==> src/rtl/smd_pkg.sv <==
// Package for the serial message deframer: phase and event codes,
// configuration register indexes and reset values.
// No dependencies.
package smd_pkg;

  // Frame parsing phase
  typedef enum logic [2:0] {
    PH_IDLE   = 3'd0,
    PH_HUNT   = 3'd1,
    PH_SEQ    = 3'd2,
    PH_LEN_HI = 3'd3,
    PH_LEN_LO = 3'd4,
    PH_TOKEN  = 3'd5,
    PH_DATA   = 3'd6,
    PH_CHECK  = 3'd7
  } phase_t;

  // Result event codes
  typedef enum logic [2:0] {
    EV_NONE    = 3'd0,
    EV_DATA    = 3'd1,
    EV_OK      = 3'd2,
    EV_CSUM    = 3'd3,
    EV_HDR     = 3'd4,
    EV_TIMEOUT = 3'd5,
    EV_HUNT    = 3'd6
  } event_t;

  // Configuration register indexes
  localparam logic [2:0] CFG_START_BYTE   = 3'd0;
  localparam logic [2:0] CFG_TOKEN_BYTE   = 3'd1;
  localparam logic [2:0] CFG_IDLE_TIMEOUT = 3'd2;
  localparam logic [2:0] CFG_HUNT_LIMIT   = 3'd3;
  localparam logic [2:0] CFG_MAX_PAYLOAD  = 3'd4;

  // Configuration reset values
  localparam logic [7:0]  START_BYTE_RST   = 8'd27;
  localparam logic [7:0]  TOKEN_BYTE_RST   = 8'd14;
  localparam logic [15:0] IDLE_TIMEOUT_RST = 16'd1000;
  localparam logic [8:0]  HUNT_LIMIT_RST   = 9'd300;
  localparam logic [15:0] MAX_PAYLOAD_RST  = 16'd285;

  // Sequence number expected at session start
  localparam logic [7:0] SEQ_FIRST = 8'd1;

endpackage

==> src/rtl/serial_message_deframer.sv <==
// Serial message deframer top level: byte-stream frame parser with
// sequence, length, token and XOR checksum checks. Depends on smd_pkg.
//
// Usage: each input item is either a received byte (in_mode = 0) or a
// one-millisecond tick without data (in_mode = 1). Every accepted input item
// yields exactly one result item: an event code with the payload byte and
// its index (payload events only), the current frame sequence number and the
// announced payload length.
// The result is registered: the result of an item accepted at one edge is shown
// on out_* from that edge on. One item per cycle is sustained while out_stall
// is low; the phase, checksum and counter updates are combinational and are
// registered at the same edge as the result register.
// The result register is the only buffer: while it holds an item and
// out_stall is high, in_stall is raised and the input is held off.
// Synchronous active-low reset returns the parser to idle outside a session,
// empties the result register and restores all configuration registers to
// their defaults. Configuration writes are taken in any cycle (cfg_ready is
// always high); indexes beyond the register list are ignored.
module serial_message_deframer (
  input  logic        clk,
  input  logic        rst_n,
  // Input channel
  input  logic        in_valid,
  output logic        in_stall,
  input  logic        in_mode,
  input  logic [7:0]  in_rx_byte,
  // Result channel
  output logic        out_valid,
  input  logic        out_stall,
  output logic [2:0]  out_event_res,
  output logic [7:0]  out_payload_byte,
  output logic [15:0] out_payload_index,
  output logic [7:0]  out_frame_seq,
  output logic [15:0] out_frame_length,
  // Configuration write channel
  input  logic        cfg_valid,
  output logic        cfg_ready,
  input  logic [2:0]  cfg_index,
  input  logic [15:0] cfg_data
);

  // Configuration registers
  logic [7:0]  start_byte_r;
  logic [7:0]  token_byte_r;
  logic [15:0] idle_timeout_r;
  logic [8:0]  hunt_limit_r;
  logic [15:0] max_payload_r;

  // Parser state
  smd_pkg::phase_t phase_r, phase_nxt;
  logic [7:0]  exp_seq_r, exp_seq_nxt;
  logic [7:0]  run_xor_r, run_xor_nxt;
  logic [15:0] ann_len_r, ann_len_nxt;
  logic [15:0] byte_idx_r, byte_idx_nxt;
  logic [8:0]  hunt_cnt_r, hunt_cnt_nxt;
  logic [15:0] idle_cnt_r, idle_cnt_nxt;

  // Result register
  logic        out_valid_r, out_valid_nxt;
  smd_pkg::event_t ev_r, ev_nxt;
  logic [7:0]  pbyte_r, pbyte_nxt;
  logic [15:0] pidx_r, pidx_nxt;
  logic [7:0]  seq_out_r, seq_out_nxt;
  logic [15:0] len_out_r;

  logic        in_acc;
  logic        is_tick;
  logic        is_start;
  logic [16:0] idle_inc;
  logic        timeout;
  logic        hunt_over;
  logic        seq_ok;
  logic [15:0] len_full;
  logic        len_bad;
  logic        tok_ok;
  logic [15:0] idx_inc;
  logic        last_data;
  logic        csum_ok;

  // Handshakes
  assign in_stall  = out_valid_r & out_stall;
  assign in_acc    = in_valid & ~in_stall;
  assign cfg_ready = 1'b1;

  // Decode of the current item against the state
  assign is_tick   = in_mode;
  assign is_start  = (in_rx_byte == start_byte_r);
  assign idle_inc  = {1'b0, idle_cnt_r} + 17'd1;
  assign timeout   = idle_inc[16] | (idle_inc[15:0] >= idle_timeout_r);
  assign hunt_over = (hunt_cnt_r >= hunt_limit_r);
  assign seq_ok    = (in_rx_byte == smd_pkg::SEQ_FIRST) || (in_rx_byte == exp_seq_r);
  assign len_full  = {ann_len_r[15:8], in_rx_byte};
  assign len_bad   = (len_full == 16'd0) || (len_full > max_payload_r);
  assign tok_ok    = (in_rx_byte == token_byte_r);
  assign idx_inc   = byte_idx_r + 16'd1;
  assign last_data = (idx_inc == ann_len_r);
  assign csum_ok   = (in_rx_byte == run_xor_r);

  // Next phase
  always_comb begin
    phase_nxt = phase_r;
    if (phase_r == smd_pkg::PH_IDLE) begin
      if (!is_tick && is_start) begin
        phase_nxt = smd_pkg::PH_SEQ;
      end
    end else if (is_tick) begin
      if (timeout) begin
        phase_nxt = smd_pkg::PH_IDLE;
      end
    end else begin
      case (phase_r)
        smd_pkg::PH_HUNT: begin
          if (is_start) begin
            phase_nxt = smd_pkg::PH_SEQ;
          end else if (hunt_over) begin
            phase_nxt = smd_pkg::PH_IDLE;
          end
        end
        smd_pkg::PH_SEQ:    phase_nxt = seq_ok ? smd_pkg::PH_LEN_HI : smd_pkg::PH_HUNT;
        smd_pkg::PH_LEN_HI: phase_nxt = smd_pkg::PH_LEN_LO;
        smd_pkg::PH_LEN_LO: phase_nxt = len_bad ? smd_pkg::PH_HUNT : smd_pkg::PH_TOKEN;
        smd_pkg::PH_TOKEN:  phase_nxt = tok_ok ? smd_pkg::PH_DATA : smd_pkg::PH_HUNT;
        smd_pkg::PH_DATA: begin
          if (last_data) begin
            phase_nxt = smd_pkg::PH_CHECK;
          end
        end
        default:            phase_nxt = smd_pkg::PH_HUNT;
      endcase
    end
  end

  // Datapath state and result fields
  always_comb begin
    exp_seq_nxt  = exp_seq_r;
    run_xor_nxt  = run_xor_r;
    ann_len_nxt  = ann_len_r;
    byte_idx_nxt = byte_idx_r;
    hunt_cnt_nxt = hunt_cnt_r;
    idle_cnt_nxt = idle_cnt_r;
    ev_nxt       = smd_pkg::EV_NONE;
    pbyte_nxt    = 8'd0;
    pidx_nxt     = 16'd0;
    if (phase_r == smd_pkg::PH_IDLE) begin
      if (!is_tick && is_start) begin
        exp_seq_nxt  = smd_pkg::SEQ_FIRST;
        idle_cnt_nxt = 16'd0;
        run_xor_nxt  = start_byte_r;
        hunt_cnt_nxt = 9'd0;
      end
    end else if (is_tick) begin
      idle_cnt_nxt = idle_inc[15:0];
      if (timeout) begin
        idle_cnt_nxt = 16'd0;
        hunt_cnt_nxt = 9'd0;
        ev_nxt       = smd_pkg::EV_TIMEOUT;
      end
    end else begin
      idle_cnt_nxt = 16'd0;
      case (phase_r)
        smd_pkg::PH_HUNT: begin
          if (is_start) begin
            run_xor_nxt  = start_byte_r;
            hunt_cnt_nxt = 9'd0;
          end else if (hunt_over) begin
            hunt_cnt_nxt = 9'd0;
            ev_nxt       = smd_pkg::EV_HUNT;
          end else begin
            hunt_cnt_nxt = hunt_cnt_r + 9'd1;
          end
        end
        smd_pkg::PH_SEQ: begin
          if (seq_ok) begin
            exp_seq_nxt = in_rx_byte;
            run_xor_nxt = run_xor_r ^ in_rx_byte;
          end else begin
            ev_nxt = smd_pkg::EV_HDR;
          end
        end
        smd_pkg::PH_LEN_HI: begin
          ann_len_nxt = {in_rx_byte, 8'd0};
          run_xor_nxt = run_xor_r ^ in_rx_byte;
        end
        smd_pkg::PH_LEN_LO: begin
          ann_len_nxt = len_full;
          run_xor_nxt = run_xor_r ^ in_rx_byte;
          if (len_bad) begin
            ev_nxt = smd_pkg::EV_HDR;
          end
        end
        smd_pkg::PH_TOKEN: begin
          if (tok_ok) begin
            run_xor_nxt  = run_xor_r ^ in_rx_byte;
            byte_idx_nxt = 16'd0;
          end else begin
            ev_nxt = smd_pkg::EV_HDR;
          end
        end
        smd_pkg::PH_DATA: begin
          ev_nxt       = smd_pkg::EV_DATA;
          pbyte_nxt    = in_rx_byte;
          pidx_nxt     = byte_idx_r;
          run_xor_nxt  = run_xor_r ^ in_rx_byte;
          byte_idx_nxt = idx_inc;
        end
        default: begin
          if (csum_ok) begin
            ev_nxt      = smd_pkg::EV_OK;
            exp_seq_nxt = exp_seq_r + 8'd1;
          end else begin
            ev_nxt = smd_pkg::EV_CSUM;
          end
        end
      endcase
    end
    // An accepted frame reports the sequence number it carried
    seq_out_nxt = (ev_nxt == smd_pkg::EV_OK) ? exp_seq_r : exp_seq_nxt;
  end

  // Result register occupancy
  always_comb begin
    out_valid_nxt = out_valid_r;
    if (in_acc) begin
      out_valid_nxt = 1'b1;
    end else if (!out_stall) begin
      out_valid_nxt = 1'b0;
    end
  end

  // Configuration registers
  always_ff @(posedge clk) begin
    if (!rst_n) begin
      start_byte_r   <= smd_pkg::START_BYTE_RST;
      token_byte_r   <= smd_pkg::TOKEN_BYTE_RST;
      idle_timeout_r <= smd_pkg::IDLE_TIMEOUT_RST;
      hunt_limit_r   <= smd_pkg::HUNT_LIMIT_RST;
      max_payload_r  <= smd_pkg::MAX_PAYLOAD_RST;
    end else if (cfg_valid) begin
      case (cfg_index)
        smd_pkg::CFG_START_BYTE:   start_byte_r   <= cfg_data[7:0];
        smd_pkg::CFG_TOKEN_BYTE:   token_byte_r   <= cfg_data[7:0];
        smd_pkg::CFG_IDLE_TIMEOUT: idle_timeout_r <= cfg_data;
        smd_pkg::CFG_HUNT_LIMIT:   hunt_limit_r   <= cfg_data[8:0];
        smd_pkg::CFG_MAX_PAYLOAD:  max_payload_r  <= cfg_data;
        default: ;
      endcase
    end
  end

  // Parser state, updated once per accepted item
  always_ff @(posedge clk) begin
    if (!rst_n) begin
      phase_r    <= smd_pkg::PH_IDLE;
      exp_seq_r  <= smd_pkg::SEQ_FIRST;
      run_xor_r  <= 8'd0;
      ann_len_r  <= 16'd0;
      byte_idx_r <= 16'd0;
      hunt_cnt_r <= 9'd0;
      idle_cnt_r <= 16'd0;
    end else if (in_acc) begin
      phase_r    <= phase_nxt;
      exp_seq_r  <= exp_seq_nxt;
      run_xor_r  <= run_xor_nxt;
      ann_len_r  <= ann_len_nxt;
      byte_idx_r <= byte_idx_nxt;
      hunt_cnt_r <= hunt_cnt_nxt;
      idle_cnt_r <= idle_cnt_nxt;
    end
  end

  // Result register: valid flag under reset, payload loaded on accept
  always_ff @(posedge clk) begin
    if (!rst_n) begin
      out_valid_r <= 1'b0;
    end else begin
      out_valid_r <= out_valid_nxt;
    end
  end

  always_ff @(posedge clk) begin
    if (in_acc) begin
      ev_r      <= ev_nxt;
      pbyte_r   <= pbyte_nxt;
      pidx_r    <= pidx_nxt;
      seq_out_r <= seq_out_nxt;
      len_out_r <= ann_len_nxt;
    end
  end

  assign out_valid         = out_valid_r;
  assign out_event_res     = ev_r;
  assign out_payload_byte  = pbyte_r;
  assign out_payload_index = pidx_r;
  assign out_frame_seq     = seq_out_r;
  assign out_frame_length  = len_out_r;

endmodule
==> config.mk <==
export PLATFORM = sky130hd
export DESIGN_NAME = serial_message_deframer
export DESIGN_NICKNAME = d
export VERILOG_FILES = /design/src/rtl/smd_pkg.sv /design/src/rtl/serial_message_deframer.sv
export SDC_FILE = /design/constraint.sdc
export NUM_CORES = 1
export LEC_CHECK = 0
export BUFFER_PORTS_ARGS = -buffer_cell sky130_fd_sc_hd__buf_2
export CAP_MARGIN = 20
export CORE_ASPECT_RATIO = 0.6
export CORE_UTILIZATION = 54
export CTS_CLUSTER_SIZE = 25
export DETAILED_ROUTE_END_ITERATION = 16
export PLACE_DENSITY_LB_ADDON = 0.12
export SKIP_LAST_GASP = 1
export SYNTH_ARGS = -nofsm -noshare
export SYNTH_HDL_FRONTEND = slang
export SYNTH_SLANG_ARGS = --single-unit
==> constraint.sdc <==
create_clock -name clk -period 3.6 [get_ports clk]
set_input_delay 0.36 -clock clk [delete_from_list [all_inputs] [get_ports clk]]
set_output_delay 0.36 -clock clk [all_outputs]
set_load 0.005 [all_outputs]
==> summary.txt, run 1 <==
Critical path
  • Crit path capture type: flop
  • Crit start category: flop
  • CP required: roughly 3800 ps
  • CP arrival: 3720 ps
  • Worst Path Max Fanout: 5
  • Crit path kind: reg2reg

Logic synthesis
  • Number of synthesized register bits: around 190
  • Synth top area share: 0.267
  • Synth area leader: dfxtp_1
  • Post-synth top cells: nand2_1, dfxtp_1, a21oi_1
  • Post-synth cell types: 77
  • Count leader, synth: nand2_1
  • Mapped Area: 0.0101 mm²
  • Yosys warnings: 0
  • Post-synth EDFFs: around 50
  • Main area contributors after synthesis: dfxtp_1, edfxtp_1, nand2_1
  • Sequential fraction of the synthesis area: 0.419
  • Post-synth ARST share: 0
  • Mapped Nets: 1263
  • Cells after Synth: 1185
  • Predominant post-synthesis flop cell: dfxtp_1
  • Syn Area/Cell: 8.49 µm²

Power
  • Psw: 0.00116 W
  • Power Internal: about 0.0033 W
  • Pwr dens: 383 mW/mm²
  • Clock network power share: 0.418
  • Sequential power share: 0.499
  • Maximum vdd ir drop: 0.000308 V
  • Sw frac: 0.259
  • Combinational share of power: 0.083
  • Pleak: 4.69 nW

Clock tree
  • CTS tree: yes
  • Clk root buf: clkbuf_16
  • Clock Latency Late Sink: 440 ps
  • Htree depth: 4
  • CTS Hold Bufs: 0
  • Clk buf depth: 2
  • Num CTS Buffers: 17
  • Clock sink count: 185
  • Clock transition at path regs: 70 ps

Timing
  • Setup ws final: 76.1 ps
  • Skew final: 9.61 ps
  • Minimum clock period: 3520 ps
  • Fin Setup TNS: 0 ps
  • Hold Vio Cnt, Final: 0
  • Setup violations, final: 0
  • Tcrit/Tclk final: 0.979
  • FMAX: 284 MHz
  • Worst-Margin Slew: 933 ps
  • Relative slew slack: 0.373
  • Max-slew violation count: 0

Routing
  • Wire per inst: 18.1 µm
  • Residual DRC: 0
  • Vias per cell: 5.77
  • Vias: approximately 9000
  • Initial DRC Count: 939
  • DRT Pass-1 Iters: 6
  • WL final: 27800 µm
  • Post-route ant nets: 0

GRT
  • Initial antenna violation count: 1
  • Vias in the first global route: slightly above 8000
  • Pin count of the biggest net entering global routing: slightly below 80
  • Global-route wire length before repair: 44300 µm
  • Tot GR Track Use: 0.300
  • GRT overflow: 0

Floorplan
  • Row cnt: 38
  • Die Ht: between 100 and 150 µm
  • Initial Util: 0.554
  • Area of the core: between 0.015 and 0.02 mm²
  • Die Area: 0.0192 mm²
  • Width of the die: 178 µm
  • # IOs: 87

Min path
  • Hold WC Path Type: in2reg

Place
  • Port buffer count: 85
  • Final GP Congestion: 0.904
  • HPWL Detailed: just under 20000 µm
  • Cell count after placement: 1499
  • Dpl ws: -211 ps

Finish
  • Layout net count: between 1000 and 1500
  • Filler instances: 1599
  • Non-Filler Instances: between 1500 and 2000
  • Layout cells sized above 1: 0.187
  • Synth-to-layout area growth: 16.0%

Job
  • Max-Cap Viols: 0

Outcome
  • Status: finished, final reports clean
[kinds of logic after synthesis]
family,share of synthesized area
and+or+nand+nor,0.226
AOI/OAI and AO/OA,0.163
DFF,0.419
buffers and inverters,0.0515
xor gates and xnor gates,0.0670
adders and majority gates,0.0560
muxes,0.0173
other,0.000373
[per-stage QoR]
step | total power, W | util | hold slack [ps] | cell area (µm²)
global placement | 0.00264 | 0.603 | 443 | 11000
finish | 0.00448 | 0.643 | 150 | 11700
detailed placement | 0.00264 | 0.603 | 448 | 11000
CTS | 0.00450 | 0.639 | 134 | 11600
global route | 0.00463 | 0.643 | 141 | 11700
floorplan | 0.00249 | - | 436 | 10100
[critical path, cell delays in order (launching register included)]
cell	delay [ps]
dfxtp_2	330
and4_4	250
and3_4	190
nor2b_4	190
nand3_2	110
xnor2_2	170
ha_1	340
a21oi_1	190
o21a_1	170
nand2_2	70
o21ai_4	200
a211oi_4	110
or3_4	350
buf_4	150
o31ai_1	220
a21bo_2	250
[layout by cell type, fill, tap and decap left out, drive strengths merged, types with 45 or more instances in the layout]
cell	n
a21oi	99
buf	150
dfxtp	134
edfxtp	51
ha	45
inv	61
nand2	183
nor2	92
o21ai	61
[flip-flops by register name, indices dropped and copies added (netlist names), 9 cells and up]
| name | count |
|---|---|
| ann_len_r | 16 |
| byte_idx_r | 16 |
| hunt_cnt_r | 9 |
| hunt_limit_r | 9 |
| idle_cnt_r | 16 |
| idle_timeout_r | 16 |
| max_payload_r | 16 |
| out_frame_length | 16 |
| out_payload_index | 16 |
[power groups by stage]
stage	sequential, W	combinational (W)	clock, W
5_1_grt	0.00224	0.000411	0.00198
6_report	0.00223	0.000373	0.00187
3_5_place_dp	0.00228	0.000363	0
4_1_cts	0.00223	0.000366	0.00190
3_3_place_gp	0.00228	0.000357	0
2_1_floorplan	0.00227	0.000213	0
[layer usage]
metal / wire length, µm / part of all wire / GRT usage
met3: 2470 / 0.089 / 0.0667
met2: 11200 / 0.40 / 0.417
met4: 281 / 0.010 / 0.0660
met1: 13800 / 0.50 / 0.464
met5: 0 / 0 / 0
[path summary, 6_finish.rpt]
kind                            from                 end  slack, ps  depth (start not counted)
setup / recovery       idle_cnt_r[6]    out_frame_seq[4]         80                         15
hold / removal              in_valid           out_valid        150                          2
hold reg to reg   idle_timeout_r[10]  idle_timeout_r[10]        460                          2
setup reg to reg       idle_cnt_r[6]    out_frame_seq[4]         80                         15
[final cells by class]
| type | instances | area [µm²] | area share |
|---|---|---|---|
| Multi-Input combinational cell | 874 | 5430 | 0.465 |
| Sequential cell | 185 | 4220 | 0.362 |
| Timing Repair Buffer | 150 | 926 | 0.0793 |
| Clock buffer | 19 | 464 | 0.0398 |
| Tap cell | 240 | 300 | 0.0257 |
| Inverter | 54 | 203 | 0.0174 |
| Clock inverter | 13 | 126 | 0.0108 |
| Antenna cell | 1 | 2.50 | 0.000214 |
[timing repair]
item / in CTS / in global routing
endpoints found under the setup margin: 8 / 8
resized for setup: 14 / 9
gates cloned: 0 / 0
hold endpoints to repair: 0 / 0
pin swaps: 8 / 8
setup buffers: 1 / 4
No activity file was read; power rests on OpenSTA's default activity.
==> run 2, diff against run 1 <==
Settings changed: CORE_UTILIZATION 54 to 50.
==> run 2 against run 1 <==
Clock power down 3%. Clock-buffer cell count shrank 2. Non-clock buffer count fell by 4. Utilization decreased by 4.1 points. Register-to-register slack about the same. Worst hold slack worse by 15 ps. Flip-flop and latch count unchanged. Final area shrank 0.11%. Global-route usage decreased by 2.2 points. Critical path type unchanged.
==> summary.txt, run 2 (synthesis results as in run 1) <==
Routing
  • Vias per cell: 5.68 (-1.6%)
  • Wire per inst: 17.9 µm (-1.1%)
  • Initial DRC Count: 854 (-9.1%)
  • Vias: 8838 (-0.27%)
  • WL final: 27900 µm (+0.20%)
  • DRT Pass-1 Iters: 6 (unchanged)
  • Post-route ant nets: 0 (unchanged)
  • Residual DRC: 0 (unchanged)

Power
  • Combinational share of power: 0.085 (+0.002)
  • Psw: 0.00118 W (+2.0%)
  • Power Internal: 0.00325 W (-2.0%)
  • Pleak: 4.65 nW (-0.87%)
  • Sequential power share: 0.503 (+0.004)
  • Pwr dens: 380 mW/mm² (-0.84%)
  • Maximum vdd ir drop: 0.000334 V (+8.5%)
  • Clock network power share: 0.411 (-0.007)
  • Sw frac: 0.267 (+0.00778)

Clock tree
  • Clk buf depth: 2 (unchanged)
  • CTS Hold Bufs: 0 (unchanged)
  • Clock transition at path regs: 70 ps (about the same)
  • Clock Latency Late Sink: 450 ps (about the same)
  • Clock sink count: 185 (unchanged)
  • Htree depth: 4 (unchanged)
  • Clk root buf: clkbuf_16
  • Num CTS Buffers: 17 (unchanged)
  • CTS tree: yes

Critical path
  • Worst Path Max Fanout: 7 (+2)
  • Worst reg-to-reg path cell count: 13 (-2)
  • Worst Setup SP: idle_cnt_r[6]
  • Crit path capture type: flop
  • CP Capture Point: out_frame_seq[6]
  • Crit start category: flop
  • CP required: 3790 ps (about the same)
  • Crit path kind: reg2reg
  • Reg-to-Reg End: out_frame_seq[6]
  • Reg2reg setup slack: 80 ps (about the same)
  • CP arrival: 3710 ps (about the same)
  • Worst r2r src: idle_cnt_r[6]

Floorplan
  • Area of the core: 0.0194 mm² (+6.7%)
  • Width of the die: 185 µm (+3.9%)
  • # IOs: 87 (unchanged)
  • Die Area: 0.0207 mm² (+7.9%)
  • Row cnt: 39 (+2.6%)
  • Initial Util: 0.519 (-0.0346)
  • Die Ht: 112 µm (+3.9%)

Place
  • Dpl cell area: 0.0110 mm² (about the same)
  • Final GP Congestion: 0.919 (+1.6%)
  • Port buffer count: 85 (unchanged)
  • HPWL Detailed: 19500 µm (-0.11%)

Finish
  • Layout net count: 1356 (-0.29%)
  • Commonest non-fill, non-tap cell in the layout: nand2_1
  • Final Cell Area: 0.0117 mm² (-0.11%)
  • Commonest cells after routing, fill and taps aside: nand2_1, dfxtp_1, a21oi_1
  • Layout cells sized above 1: 0.187 (+0.000579)
  • Core Util, Final: 0.602 (-0.0408)
  • Ant diodes: 0 (-1)
  • Synth-to-layout area growth: 15.9%

Timing
  • Relative slew slack: 0.384 (+0.0108)
  • Hold Vio Cnt, Final: 0 (unchanged)
  • FMAX: 284 MHz (+0.13%)
  • Tcrit/Tclk final: 0.978 (-0.00126)
  • Worst-Margin Slew: 924 ps (-9.09 ps)
  • Minimum clock period: 3520 ps (-4.55 ps)
  • Setup violations, final: 0 (unchanged)
  • Max-slew violation count: 0 (unchanged)
  • Skew final: 10.7 ps (+1.12 ps)

GRT
  • Vias in the first global route: 7908 (-2.7%)
  • Initial antenna violation count: 0 (-1)
  • GRT overflow: 0 (unchanged)
  • Global-route wire length before repair: 44300 µm (about the same)
  • Pin count of the biggest net entering global routing: 78 (unchanged)
  • Tot GR Track Use: 0.278 (-0.0217)

Min path
  • Hold Crit Depth: 2 (unchanged)
  • Hold WC Path Type: in2reg

Outcome
  • Status: finished, final reports clean

Job
  • Max-Cap Viols: 0 (unchanged)
## run 2: changes by cell type in the layout (fill, tap and decap cells not counted), moves of 2 or more
cell | before | now
clkinv_4 | 5 | 3
buf_4 | 64 | 60
nand2_1 | 182 | 179
clkinvlp_4 | 0 | 3
nand2_2 | 1 | 4
## run 2: layout make-up
| cell class | instances | area, µm² |
|---|---|---|
| Fill cell | 1741 | 7710 |
| Timing Repair Buffer | 146 | 896 |
| Sequential cell | 185 | 4220 |
| Clock inverter | 15 | 136 |
| Multi-Input combinational cell | 874 | 5450 |
| Clock buffer | 17 | 425 |
| Inverter | 54 | 203 |
| Tap cell | 266 | 333 |
## run 2: how the worst min path moves through the flow
stage	to	from	slack [ps]
after global placement	idle_timeout_r[14]	idle_timeout_r[14]	440
after floorplan	hunt_limit_r[1]	hunt_limit_r[1]	440
final	out_valid	in_valid	140
after CTS	out_valid	in_valid	130
after global routing	out_valid	in_valid	140
after detailed placement	idle_timeout_r[2]	idle_timeout_r[2]	450
## run 2: layer usage
layer  wire length [µm]  GRT usage  share of wire
met1              14100      0.446           0.51
met2              11100      0.375           0.40
met3               2430     0.0543          0.087
met4                267     0.0639         0.0096
met5                  0          0              0
## run 2: power by group through the flow
stage | sequential, W | clock [W] | combinational, W
after CTS | 0.00223 | 0.00184 | 0.000370
after detailed placement | 0.00228 | 0 | 0.000366
after global placement | 0.00228 | 0 | 0.000364
after floorplan | 0.00227 | 0 | 0.000213
after global routing | 0.00224 | 0.00193 | 0.000412
final | 0.00223 | 0.00182 | 0.000378
## run 2: repair_timing
action	in CTS	in global routing
setup buffers	4	2
pin swaps	9	6
endpoints found under the hold margin	0	0
resized for setup	21	7
setup endpoints to repair	8	8
## run 2: worst max-delay path, stage by stage, from the launching register on
cell	delay, ps
dfxtp_2	330
and4_4	240
and3_4	190
nor2b_4	210
nand2_2	80
xnor2_2	150
ha_1	330
a21oi_2	170
o2111ai_2	150
a41oi_2	310
a211oi_4	140
or3_4	360
or2_4	300
mux2_4	310
## run 2: through the flow
stage / cells / TNS, ps / hold slack (ps) / power (W) / setup slack (ps)
floorplan: 1185 / 0 / 436 / 0.00249 / 13.5
global placement: 1520 / -1060 / 443 / 0.00264 / -189
detailed placement: 1520 / -1720 / 447 / 0.00265 / -273
CTS: 1555 / 0 / 130 / 0.00445 / 55.3
global route: 1557 / -35.5 / 141 / 0.00459 / -13.0
finish: 1557 / 0 / 135 / 0.00443 / 80.6
